<file path="config.mk">
export PLATFORM = sky130hd
export DESIGN_NAME = load_cell_adc_reader_core
export DESIGN_NICKNAME = d
export VERILOG_FILES = /design/src/lcar_pkg.sv /design/src/load_cell_adc_reader_core.sv /design/src/lcar_ctrl.sv /design/src/lcar_datapath.sv
export SDC_FILE = /design/constraint.sdc
export NUM_CORES = 2
export LEC_CHECK = 0
export BUFFER_PORTS_ARGS = -buffer_cell sky130_fd_sc_hd__buf_2
export CORE_MARGIN = 8
export CORE_UTILIZATION = 55
export DETAILED_ROUTE_END_ITERATION = 8
export PLACE_DENSITY = 0.73
export RECOVER_POWER = 50
export SLEW_MARGIN = 20
export SYNTH_ARGS = -nofsm -noshare
export SYNTH_HDL_FRONTEND = slang
export SYNTH_SLANG_ARGS = --single-unit
export TNS_END_PERCENT = 1
</file>
<file path="constraint.sdc">
create_clock -name clk -period 7.7 [get_ports clk]
set_input_delay 1.54 -clock clk [delete_from_list [all_inputs] [get_ports clk]]
set_output_delay 1.54 -clock clk [all_outputs]
set_load 0.005 [all_outputs]
</file>
<file path="src/lcar_pkg.sv">
// ----------------------------------------------------------------------------
// lcar_pkg
// shared constants, types and codes for the load cell converter reader
// ----------------------------------------------------------------------------
package lcar_pkg;

    localparam int MAX_AVERAGE = 256;
    localparam int SAMPLE_BITS = 24;

    localparam int AVG_W    = 9;
    localparam int GAIN_W   = 5;
    localparam int SCALE_W  = 32;
    localparam int NET_W    = 25;
    localparam int UNITS_W  = 40;
    localparam int ROUND_SH = 16;
    localparam int IDX_W    = 2;

    localparam int COUNT_W   = $clog2(MAX_AVERAGE + 1);
    localparam int SUM_W     = SAMPLE_BITS + $clog2(MAX_AVERAGE);
    localparam int DIV_CNT_W = $clog2(SUM_W);
    localparam int DIFF_W    = SUM_W + 1;
    localparam int PROD_W    = DIFF_W + SCALE_W;

    localparam logic [GAIN_W-1:0] PULSES_MIN = GAIN_W'(25);
    localparam logic [GAIN_W-1:0] PULSES_MAX = GAIN_W'(27);

    localparam logic [IDX_W-1:0] REG_AVERAGE_COUNT    = IDX_W'(0);
    localparam logic [IDX_W-1:0] REG_GAIN_PULSES      = IDX_W'(1);
    localparam logic [IDX_W-1:0] REG_RECIPROCAL_SCALE = IDX_W'(2);

    typedef enum logic [2:0] {
        ST_IDLE,
        ST_DIV,
        ST_MEAN,
        ST_MUL,
        ST_OUT
    } state_t;

    typedef struct packed {
        logic tick;
        logic div_step;
        logic mean;
        logic mult;
        logic load_out;
    } dp_cmd_t;

    typedef struct packed {
        logic need_mean;
        logic div_last;
        logic tare_mean;
    } dp_status_t;

endpackage

</file>
<file path="src/load_cell_adc_reader_core.sv">
// ----------------------------------------------------------------------------
// load_cell_adc_reader_core
// two-wire load cell converter reader with averaging, tare and scaling
// ----------------------------------------------------------------------------
// channel  handshake              payload
// in       in_valid / in_ready    data_level, tare_request
// out      out_valid / out_ready  clock_level, result_valid, net_counts,
//                                 scaled_units, tare_done
// cfg      cfg_valid / cfg_ready  cfg_index, cfg_data
//
// one item is one serial clock half-period and gives one result item
// a tick that completes no mean goes from idle straight to ST_OUT
// a completing tick runs the restoring divider in ST_DIV, then ST_MEAN,
// then for a mean that is not a tare mean the scaling multiply in ST_MUL,
// then ST_OUT, which loads the output register once it is empty or its
// result is being taken
// in_ready is high only while the sequencer is idle; a result held in the
// output register does not block the next item, only its handoff
// reset clears all control and averaging state, cfg_ready is always high
// ----------------------------------------------------------------------------
module load_cell_adc_reader_core (
    input  logic                                clk,
    input  logic                                rst_n,
    input  logic                                in_valid,
    output logic                                in_ready,
    input  logic                                data_level,
    input  logic                                tare_request,
    output logic                                out_valid,
    input  logic                                out_ready,
    output logic                                clock_level,
    output logic                                result_valid,
    output logic signed [lcar_pkg::NET_W-1:0]   net_counts,
    output logic signed [lcar_pkg::UNITS_W-1:0] scaled_units,
    output logic                                tare_done,
    input  logic                                cfg_valid,
    output logic                                cfg_ready,
    input  logic [lcar_pkg::IDX_W-1:0]          cfg_index,
    input  logic [lcar_pkg::SCALE_W-1:0]        cfg_data
);
    import lcar_pkg::*;

    dp_cmd_t    cmd;
    dp_status_t status;

    assign cfg_ready = 1'b1;

    lcar_ctrl u_ctrl (
        .clk       (clk),
        .rst_n     (rst_n),
        .in_valid  (in_valid),
        .in_ready  (in_ready),
        .out_valid (out_valid),
        .out_ready (out_ready),
        .status    (status),
        .cmd       (cmd)
    );

    lcar_datapath u_datapath (
        .clk          (clk),
        .rst_n        (rst_n),
        .cmd          (cmd),
        .status       (status),
        .data_level   (data_level),
        .tare_request (tare_request),
        .cfg_write    (cfg_valid && cfg_ready),
        .cfg_index    (cfg_index),
        .cfg_data     (cfg_data),
        .clock_level  (clock_level),
        .result_valid (result_valid),
        .net_counts   (net_counts),
        .scaled_units (scaled_units),
        .tare_done    (tare_done)
    );

endmodule

</file>
<file path="src/lcar_ctrl.sv">
// ----------------------------------------------------------------------------
// lcar_ctrl
// sequencer: tick, mean division, offset or scaling, output handoff
// ----------------------------------------------------------------------------
module lcar_ctrl (
    input  logic                 clk,
    input  logic                 rst_n,
    input  logic                 in_valid,
    output logic                 in_ready,
    output logic                 out_valid,
    input  logic                 out_ready,
    input  lcar_pkg::dp_status_t status,
    output lcar_pkg::dp_cmd_t    cmd
);
    import lcar_pkg::*;

    state_t state_reg;
    state_t state_next;
    logic   out_valid_reg;
    logic   out_valid_next;
    logic   accept;
    logic   load_ok;

    assign accept  = in_valid && (state_reg == ST_IDLE);
    assign load_ok = !out_valid_reg || out_ready;

    always_comb
    begin
        state_next = state_reg;
        unique case (state_reg)
            ST_IDLE:
            begin
                if (accept)
                begin
                    state_next = status.need_mean ? ST_DIV : ST_OUT;
                end
            end
            ST_DIV:
            begin
                if (status.div_last)
                begin
                    state_next = ST_MEAN;
                end
            end
            ST_MEAN:
            begin
                state_next = status.tare_mean ? ST_OUT : ST_MUL;
            end
            ST_MUL:
            begin
                state_next = ST_OUT;
            end
            ST_OUT:
            begin
                if (load_ok)
                begin
                    state_next = ST_IDLE;
                end
            end
            default:
            begin
                state_next = ST_IDLE;
            end
        endcase
    end

    always_comb
    begin
        cmd      = '0;
        in_ready = 1'b0;
        unique case (state_reg)
            ST_IDLE:
            begin
                in_ready = 1'b1;
                cmd.tick = in_valid;
            end
            ST_DIV:
            begin
                cmd.div_step = 1'b1;
            end
            ST_MEAN:
            begin
                cmd.mean = 1'b1;
            end
            ST_MUL:
            begin
                cmd.mult = 1'b1;
            end
            ST_OUT:
            begin
                cmd.load_out = load_ok;
            end
            default:
            begin
                cmd = '0;
            end
        endcase
    end

    always_comb
    begin
        if (cmd.load_out)
        begin
            out_valid_next = 1'b1;
        end
        else if (out_ready)
        begin
            out_valid_next = 1'b0;
        end
        else
        begin
            out_valid_next = out_valid_reg;
        end
    end

    always_ff @(posedge clk or negedge rst_n)
    begin
        if (!rst_n)
        begin
            state_reg     <= ST_IDLE;
            out_valid_reg <= 1'b0;
        end
        else
        begin
            state_reg     <= state_next;
            out_valid_reg <= out_valid_next;
        end
    end

    assign out_valid = out_valid_reg;

endmodule

</file>
<file path="src/lcar_datapath.sv">
// ----------------------------------------------------------------------------
// lcar_datapath
// serial capture, sample sum, restoring divider, offset, scaling, output regs
// ----------------------------------------------------------------------------
module lcar_datapath (
    input  logic                                   clk,
    input  logic                                   rst_n,
    input  lcar_pkg::dp_cmd_t                      cmd,
    output lcar_pkg::dp_status_t                   status,
    input  logic                                   data_level,
    input  logic                                   tare_request,
    input  logic                                   cfg_write,
    input  logic [lcar_pkg::IDX_W-1:0]             cfg_index,
    input  logic [lcar_pkg::SCALE_W-1:0]           cfg_data,
    output logic                                   clock_level,
    output logic                                   result_valid,
    output logic signed [lcar_pkg::NET_W-1:0]      net_counts,
    output logic signed [lcar_pkg::UNITS_W-1:0]    scaled_units,
    output logic                                   tare_done
);
    import lcar_pkg::*;

    // configuration
    logic [AVG_W-1:0]          average_count_reg;
    logic [GAIN_W-1:0]         gain_pulses_reg;
    logic signed [SCALE_W-1:0] recip_reg;

    // converter interface state
    logic                   active_reg, active_next;
    logic                   phase_reg, phase_next;
    logic [GAIN_W-1:0]      pulse_reg, pulse_next;
    logic [SAMPLE_BITS-1:0] shift_reg, shift_next;

    // averaging state
    logic signed [SUM_W-1:0]       sum_reg, sum_next;
    logic [COUNT_W-1:0]            taken_reg, taken_next;
    logic signed [SUM_W-1:0]       offset_reg;
    logic                          pending_reg;

    // divider
    logic [SUM_W-1:0]     quo_reg;
    logic [COUNT_W-1:0]   rem_reg;
    logic                 neg_reg;
    logic [DIV_CNT_W-1:0] div_cnt_reg;

    // staged result
    logic                      res_clk_reg;
    logic                      res_valid_reg;
    logic signed [DIFF_W-1:0]  res_net_reg;
    logic                      res_done_reg;
    logic signed [PROD_W-1:0]  prod_reg;

    // output registers
    logic                      clock_level_reg;
    logic                      result_valid_reg;
    logic signed [NET_W-1:0]   net_counts_reg;
    logic signed [UNITS_W-1:0] scaled_units_reg;
    logic                      tare_done_reg;

    logic [GAIN_W-1:0]             eff_pulses;
    logic [COUNT_W-1:0]            eff_count;
    logic                          tick_clk;
    logic                          have;
    logic signed [SAMPLE_BITS-1:0] sample;
    logic signed [SUM_W-1:0]       sum_add;
    logic [SUM_W-1:0]              sum_mag;
    logic [COUNT_W-1:0]            taken_inc;
    logic                          need_mean;
    logic [COUNT_W:0]              rem_shift;
    logic                          rem_ge;
    logic signed [SUM_W-1:0]       mean;
    logic signed [DIFF_W-1:0]      net_value;
    logic signed [PROD_W-1:0]      prod_round;

    always_comb
    begin
        priority if (gain_pulses_reg < PULSES_MIN)
        begin
            eff_pulses = PULSES_MIN;
        end
        else if (gain_pulses_reg > PULSES_MAX)
        begin
            eff_pulses = PULSES_MAX;
        end
        else
        begin
            eff_pulses = gain_pulses_reg;
        end
    end

    always_comb
    begin
        priority if (average_count_reg == '0)
        begin
            eff_count = COUNT_W'(1);
        end
        else if (int'(average_count_reg) > MAX_AVERAGE)
        begin
            eff_count = COUNT_W'(MAX_AVERAGE);
        end
        else
        begin
            eff_count = COUNT_W'(average_count_reg);
        end
    end

    // one tick of the serial clock sequence
    always_comb
    begin
        active_next = active_reg;
        phase_next  = phase_reg;
        pulse_next  = pulse_reg;
        shift_next  = shift_reg;
        tick_clk    = 1'b0;
        have        = 1'b0;
        if (!active_reg)
        begin
            if (!data_level)
            begin
                active_next = 1'b1;
                phase_next  = 1'b0;
                pulse_next  = '0;
                shift_next  = '0;
            end
        end
        else if (!phase_reg)
        begin
            tick_clk = 1'b1;
            if (pulse_reg < GAIN_W'(SAMPLE_BITS))
            begin
                shift_next = {shift_reg[SAMPLE_BITS-2:0], data_level};
            end
            phase_next = 1'b1;
        end
        else
        begin
            phase_next = 1'b0;
            pulse_next = pulse_reg + GAIN_W'(1);
            if (pulse_next >= eff_pulses)
            begin
                active_next = 1'b0;
                have        = 1'b1;
            end
        end
    end

    assign sample    = shift_reg;
    assign sum_add   = sum_reg + SUM_W'(sample);
    assign sum_mag   = sum_add[SUM_W-1] ? SUM_W'(-sum_add) : SUM_W'(sum_add);
    assign taken_inc = taken_reg + COUNT_W'(1);
    assign need_mean = have && !tare_request && (taken_inc >= eff_count);

    always_comb
    begin
        sum_next   = sum_reg;
        taken_next = taken_reg;
        if (tare_request || need_mean)
        begin
            sum_next   = '0;
            taken_next = '0;
        end
        else if (have)
        begin
            sum_next   = sum_add;
            taken_next = taken_inc;
        end
    end

    // restoring division, one quotient bit a cycle
    assign rem_shift = {rem_reg, quo_reg[SUM_W-1]};
    assign rem_ge    = rem_shift >= {1'b0, eff_count};

    assign mean      = neg_reg ? $signed(-quo_reg) : $signed(quo_reg);
    assign net_value = DIFF_W'(mean) - DIFF_W'(offset_reg);

    assign prod_round = prod_reg + PROD_W'(1 << (ROUND_SH - 1));

    assign status.need_mean = need_mean;
    assign status.div_last  = (div_cnt_reg == DIV_CNT_W'(SUM_W - 1));
    assign status.tare_mean = pending_reg;

    always_ff @(posedge clk or negedge rst_n)
    begin
        if (!rst_n)
        begin
            average_count_reg <= AVG_W'(1);
            gain_pulses_reg   <= PULSES_MIN;
            recip_reg         <= '0;
            active_reg        <= 1'b0;
            phase_reg         <= 1'b0;
            pulse_reg         <= '0;
            shift_reg         <= '0;
            sum_reg           <= '0;
            taken_reg         <= '0;
            offset_reg        <= '0;
            pending_reg       <= 1'b0;
            div_cnt_reg       <= '0;
        end
        else
        begin
            if (cfg_write)
            begin
                unique case (cfg_index)
                    REG_AVERAGE_COUNT:    average_count_reg <= cfg_data[AVG_W-1:0];
                    REG_GAIN_PULSES:      gain_pulses_reg   <= cfg_data[GAIN_W-1:0];
                    REG_RECIPROCAL_SCALE: recip_reg         <= $signed(cfg_data);
                    default:              recip_reg         <= recip_reg;
                endcase
            end
            if (cmd.tick)
            begin
                active_reg  <= active_next;
                phase_reg   <= phase_next;
                pulse_reg   <= pulse_next;
                shift_reg   <= shift_next;
                sum_reg     <= sum_next;
                taken_reg   <= taken_next;
                div_cnt_reg <= '0;
                if (tare_request)
                begin
                    pending_reg <= 1'b1;
                end
            end
            if (cmd.div_step)
            begin
                div_cnt_reg <= div_cnt_reg + DIV_CNT_W'(1);
            end
            if (cmd.mean && pending_reg)
            begin
                offset_reg  <= mean;
                pending_reg <= 1'b0;
            end
        end
    end

    always_ff @(posedge clk)
    begin
        if (cmd.tick)
        begin
            quo_reg       <= sum_mag;
            rem_reg       <= '0;
            neg_reg       <= sum_add[SUM_W-1];
            res_clk_reg   <= tick_clk;
            res_valid_reg <= 1'b0;
            res_net_reg   <= '0;
            res_done_reg  <= 1'b0;
            prod_reg      <= '0;
        end
        if (cmd.div_step)
        begin
            quo_reg <= {quo_reg[SUM_W-2:0], rem_ge};
            rem_reg <= rem_ge ? COUNT_W'(rem_shift - {1'b0, eff_count})
                              : COUNT_W'(rem_shift);
        end
        if (cmd.mean)
        begin
            if (pending_reg)
            begin
                res_done_reg <= 1'b1;
            end
            else
            begin
                res_valid_reg <= 1'b1;
                res_net_reg   <= net_value;
            end
        end
        if (cmd.mult)
        begin
            prod_reg <= res_net_reg * recip_reg;
        end
        if (cmd.load_out)
        begin
            clock_level_reg  <= res_clk_reg;
            result_valid_reg <= res_valid_reg;
            net_counts_reg   <= res_net_reg[NET_W-1:0];
            scaled_units_reg <= prod_round[ROUND_SH+UNITS_W-1:ROUND_SH];
            tare_done_reg    <= res_done_reg;
        end
    end

    assign clock_level  = clock_level_reg;
    assign result_valid = result_valid_reg;
    assign net_counts   = net_counts_reg;
    assign scaled_units = scaled_units_reg;
    assign tare_done    = tare_done_reg;

endmodule
</file>
== Word level (Yosys, flattened, before mapping) ==
Cells that the tools add are included.

* Flip-flop bits (word level): 362
* Input port bits: 41
* Output and inout port bits: 71
* Logic and storage cells: 146

* Add/sub/neg operators: 9
* Multiply operators: 1
* $lt $le $gt $ge: 7
* Equal/unequal tests: 14
* Muxes and demuxes: 62
* Reduce and logical (&&, ||, !) cells: 26

{| class="wikitable"
|+ Operators with widths
! cell !! count
|-
| 2-to-1 mux 32 bit || 6
|-
| 2-to-1 mux 56 bit || 2
|-
| 2-to-1 mux 33 bit || 3
|-
| 2-to-1 mux 24 bit || 4
|-
| negation 32 bit || 2
|-
| 2-to-1 mux 9 bit || 7
|-
| adder 56 x 17 -> 56 bit (second input constant) || 1
|-
| multiplier 33 x 32 -> 56 bit || 1
|-
| 2-to-1 mux 5 bit || 7
|-
| subtractor 32 x 32 -> 33 bit || 1
|-
| adder 32 x 24 -> 32 bit || 1
|-
| 2-to-1 mux 1 bit || 27
|-
| 2-to-1 mux 3 bit || 5
|-
| case mux 3 bit (5 select lines) || 1
|-
| AND reduction 2 bit || 6
|-
| nonzero test 2 bit || 6
|-
| adder 5 x 1 -> 5 bit (second input constant) || 2
|-
| greater-or-equal comparator 10 x 9 -> 1 bit || 1
|-
| less-than comparator 5 bit (second input constant) || 2
|-
| adder 9 x 1 -> 9 bit (second input constant) || 1
|-
| greater-or-equal comparator 9 bit || 1
|-
| > comparator 9 bit (second input constant) || 1
|-
| zero test 9 bit || 1
|-
| subtractor 9 bit || 1
|-
| other kinds (17) || 29
|}

== Longest topological paths before layout ==
* Depth after elaboration: 12
* Depth in mapped cells: 31
* Mapped depth without buffers: 29

== Hierarchy ==
A second synthesis with hierarchy kept.

* Cell total of the unflattened synthesis: 5393
* Area, all modules: 51837.2 µm²

{| class="wikitable"
|+ Modules (own cells, without submodules)
! module !! times used !! cells each !! area an instance (µm²) !! sequential area each (µm²)
|-
| lcar_datapath || 1 || 5360 || 51562.0 || 9173.8
|-
| lcar_ctrl || 1 || 31 || 264.0 || 100.1
|-
| load_cell_adc_reader_core || 1 || 2 || 11.3 || 0.0
|}

== Least setup slack after synthesis ==
Ideal clock, no wire load.

* Path type: reg-to-reg
* From: register u_datapath.recip_reg[2]
* To: register u_datapath.prod_reg[53], data pin
* Setup time: 0.269 ns
* Data arrival time: 7.162 ns
* Required time: 7.431 ns
* Slack: 0.269 ns
* Stages on the path, launching flop included: 25
* Buffers on the path: 2
* Clock period less this slack: 7.431 ns
* Path through: dfrtp_1 > clkbuf_1 > clkbuf_1 > nand2_1 > fa_1 > fa_1 > fa_1 > fa_1 > inv_1 > fa_1 > fa_1 > fa_1 > fa_1 > ha_1 > a21o_1 > a21oi_1 > o21bai_1 > o41a_1 > a32o_1 > inv_1 > a21oi_1 > o31ai_1 > a21oi_1 > o41ai_1 > mux2i_1

* Longest elaborated chain between the ends: 2

{| class="wikitable"
|+ Ends and longest elaborated chain
! element !! RTL line !! RTL
|-
| from (decl) || lcar_datapath.sv:26 || <nowiki>logic signed [SCALE_W-1:0] recip_reg;</nowiki>
|-
| from (signal assigned) || lcar_datapath.sv:206 || <nowiki>REG_RECIPROCAL_SCALE: recip_reg <= $signed(cfg_data);</nowiki>
|-
| from (signal assigned) || lcar_datapath.sv:207 || <nowiki>default: recip_reg <= recip_reg;</nowiki>
|-
| multiplier 33 x 32 -> 56 bit || lcar_datapath.sv:269 || <nowiki>prod_reg <= res_net_reg * recip_reg;</nowiki>
|-
| 2-to-1 mux 56 bit || lcar_datapath.sv:267 || <nowiki>if (cmd.mult)</nowiki>
|-
| to (signal assigned) || lcar_datapath.sv:269 ||
|-
| to (decl) || lcar_datapath.sv:51 || <nowiki>logic signed [PROD_W-1:0] prod_reg;</nowiki>
|}

No other way between the ends.
A chain may end at the register's enable or synchronous reset.

== Worst setup path after layout ==
* From: register u_datapath.recip_reg[10]
* To: register u_datapath.prod_reg[49], data pin

Same word-level chain as after synthesis.

==> results.ini <==
[yosys]
synth_fa_ha_area_share_pct=45.4
synth_compound_area_share_pct=6.90
synth_top_cell_by_area=fa_1
syn_inst=5373
ys.flop_type=dfrtp_1
synth_top_family_by_area=adder cells
yosys.area.top_type_share_pct=38.9
synth_area_per_cell_um2=9.58
synth_warnings=0
synth_seq_area_share_pct=18.0
synth_edf_count=152
synthArstFlopShare_pct=46.1
synth_mux_area_share_pct=1.11
synth_xor_area_share_pct=4.00
synth-simple-area-share_pct=15.3
yosysUniqueCellTypes=88
synth_area_um2=51500
synth-seq-cells=347
yosys-top-cells-area=fa_1 (39%), edfxtp_1 (8.9%), dfrtp_1 (7.6%)

[power_and_ir_drop]
powerDensity_nw_per_um2=119
ir_drop_mv=0.152
power.leakage_nw=26.8

[placement]
port_buffers=110
placed_area_um2=55400
hpwl_mm=106
gp_congestion=0.932
pre_cts_ws_ns=-0.264

[floorplanning]
ios=112
die_height_um=322
rows=112
start_util_pct=55.3
fp.dieArea_um2=104000
core_um2=93000
dieWidth_um=322

[clocking]
cts_tree=built
clkSinkCount=347
cts_root_buf=clkbuf_16
cts_buffers=42
cts_hold_buf=0
clk_latency_ns=0.63
cts.path.max_buffers=3
htree_num_levels=2
path_clk_slew_ns=0.06

[sta]
slew_headroom_pct=28.3
slew_viol_final=0
setup_viol=0
finalCriticalPeriod_ns=7.66
tightest_slew_ns=1.08
hold_violations=0
rsz0062_at_grt=yes
final.setup_skew_ns=0.0449
finalWorstSetupSlack_ns=0.0419
fmax_ghz=0.131
period_share_pct=99.5

[drt]
routed_wl_mm=130
vias=37700
vias_per_cell=5.47
first_pass_iters=9
wl_per_cell_um=18.9
drtIter0Drc=3101
ant_nets=0
drc=0

[global_route]
grt_overflow=0
grt_max_degree=111
first_global_vias=40100
grt_pass1_wl_mm=213
grt_use_total_pct=25.8
antenna_found_initial=5

[cells_and_area]
layout_commonest_cell=inv_1
multi_input_area_um2=37700
postLayoutCoreUtil_pct=61.6
final_nets=6903
area_growth_pct=11.5
seqCellArea_um2=9290
largest_reg_flops=41
drive_gt1_share_pct=11.7
mostFrequentLayoutCells=inv_1 (996), fa_1 (987), nand2_1 (815), and2_1 (429), buf_4 (277)
stdcell_area_um2=57300
nFillCells=7756

[setup_path]
cp_slowest_cell=fa_1
endpoint_kind=flop
cp.arrival_ns=7.99
cp_max_fo=6
slowest_delay_ns=0.57
path_class=reg -> reg
worst_path_most_repeated_cell=fa_1
worstPathRequired_ns=8.03
start_kind=flop

[job]
max_cap_violations=0

[worst_hold_path]
hold_class=reg -> reg

[status]
status=finished clean

## critical path: cells and delay by family, from the launching register on
family | cells | cell delay, ns
AOI/OAI and AO/OA | 7 | 1.49
xor gates and xnor gates | 1 | 0.30
adders and majority gates | 9 | 4.23
buffers and inverters | 6 | 0.64
DFF | 1 | 0.40
and+or+nand+nor | 3 | 0.31
## power breakdown
part	internal (mW)	total, mW	leakage [nW]	switching (mW)
clock	1.22	2.08	0.708	0.866
combinational	0.958	2.37	22.2	1.41
sequential	2.18	2.39	3.85	0.216
total	4.35	6.85	26.8	2.49
## through the flow
stage / hold WS [ns] / TNS [ns] / cells / total power, mW
6_report: 0.431 / 0 / 6886 / 6.85
2_1_floorplan: 0.400 / 0 / 5375 / 3.81
5_1_grt: 0.441 / -1.73 / 6884 / 7.21
3_5_place_dp: 0.418 / -1.54 / 6793 / 4.70
3_3_place_gp: 0.405 / -0.337 / 6793 / 4.64
4_1_cts: 0.432 / -0.00908 / 6870 / 6.82
## what timing repair did
item / CTS / global route
setup endpoints to repair: 13 / 21
pin swaps: 3 / 58
buffers inserted: 0 / 12
gates resized for setup: 11 / 80
gates cloned: 0 / 2
## worst paths after layout
kind / start / end / slack (ns) / depth (start not counted)
min: u_datapath.res_clk_reg / u_datapath.clock_level / 0.43 / 0
max reg2reg: u_datapath.recip_reg[10] / u_datapath.prod_reg[49] / 0.04 / 26
min reg2reg: u_datapath.res_clk_reg / u_datapath.clock_level / 0.43 / 0
max in group asynchronous: rst_n / u_datapath.recip_reg[12] / 5.33 / 2
max: u_datapath.recip_reg[10] / u_datapath.prod_reg[49] / 0.04 / 26
min in group asynchronous: rst_n / u_datapath.sample[7] / 1.07 / 1
## cells by family after synthesis
kind of cell,Yosys count
xor+xnor,235
other cells,2
simple gates,1657
buf+inv,1268
flops,347
mux,51
fa+ha+maj,1265
compound gates,548
## synthesized netlist by cell type (43+ instances only)
master / instances
a21o_1: 60
a21oi_1: 135
and2_1: 429
clkbuf_1: 255
dfrtp_1: 156
edfxtp_1: 152
fa_1: 1000
ha_1: 265
inv_1: 1001
mux2_2: 47
nand2_1: 820
nor2_1: 168
nor3_1: 43
o21ai_0: 161
xnor2_1: 156
xor2_1: 79
## cell type report
cell class / count / share of cell area [%]
Multi-Input combinational cell: 3760 / 65.7
Sequential cell: 347 / 16.2
Inverter: 1004 / 6.57
Timing Repair Buffer: 442 / 6.19
Tap cell: 1254 / 2.74
Clock buffer: 60 / 2.19
Clock inverter: 17 / 0.351
Antenna cell: 2 / 0.00873
## layer usage
metal | vias to the layer above | track usage (%) | share of wire (%)
met5 | - | 0 | 0.015
met4 | 2 | 9.26 | 4.3
met3 | 328 | 4.67 | 7.8
met2 | 1405 | 42.1 | 46
met1 | 19100 | 34.7 | 41
li1 | 16900 | - | -
Power figures use the tool's default switching activity.
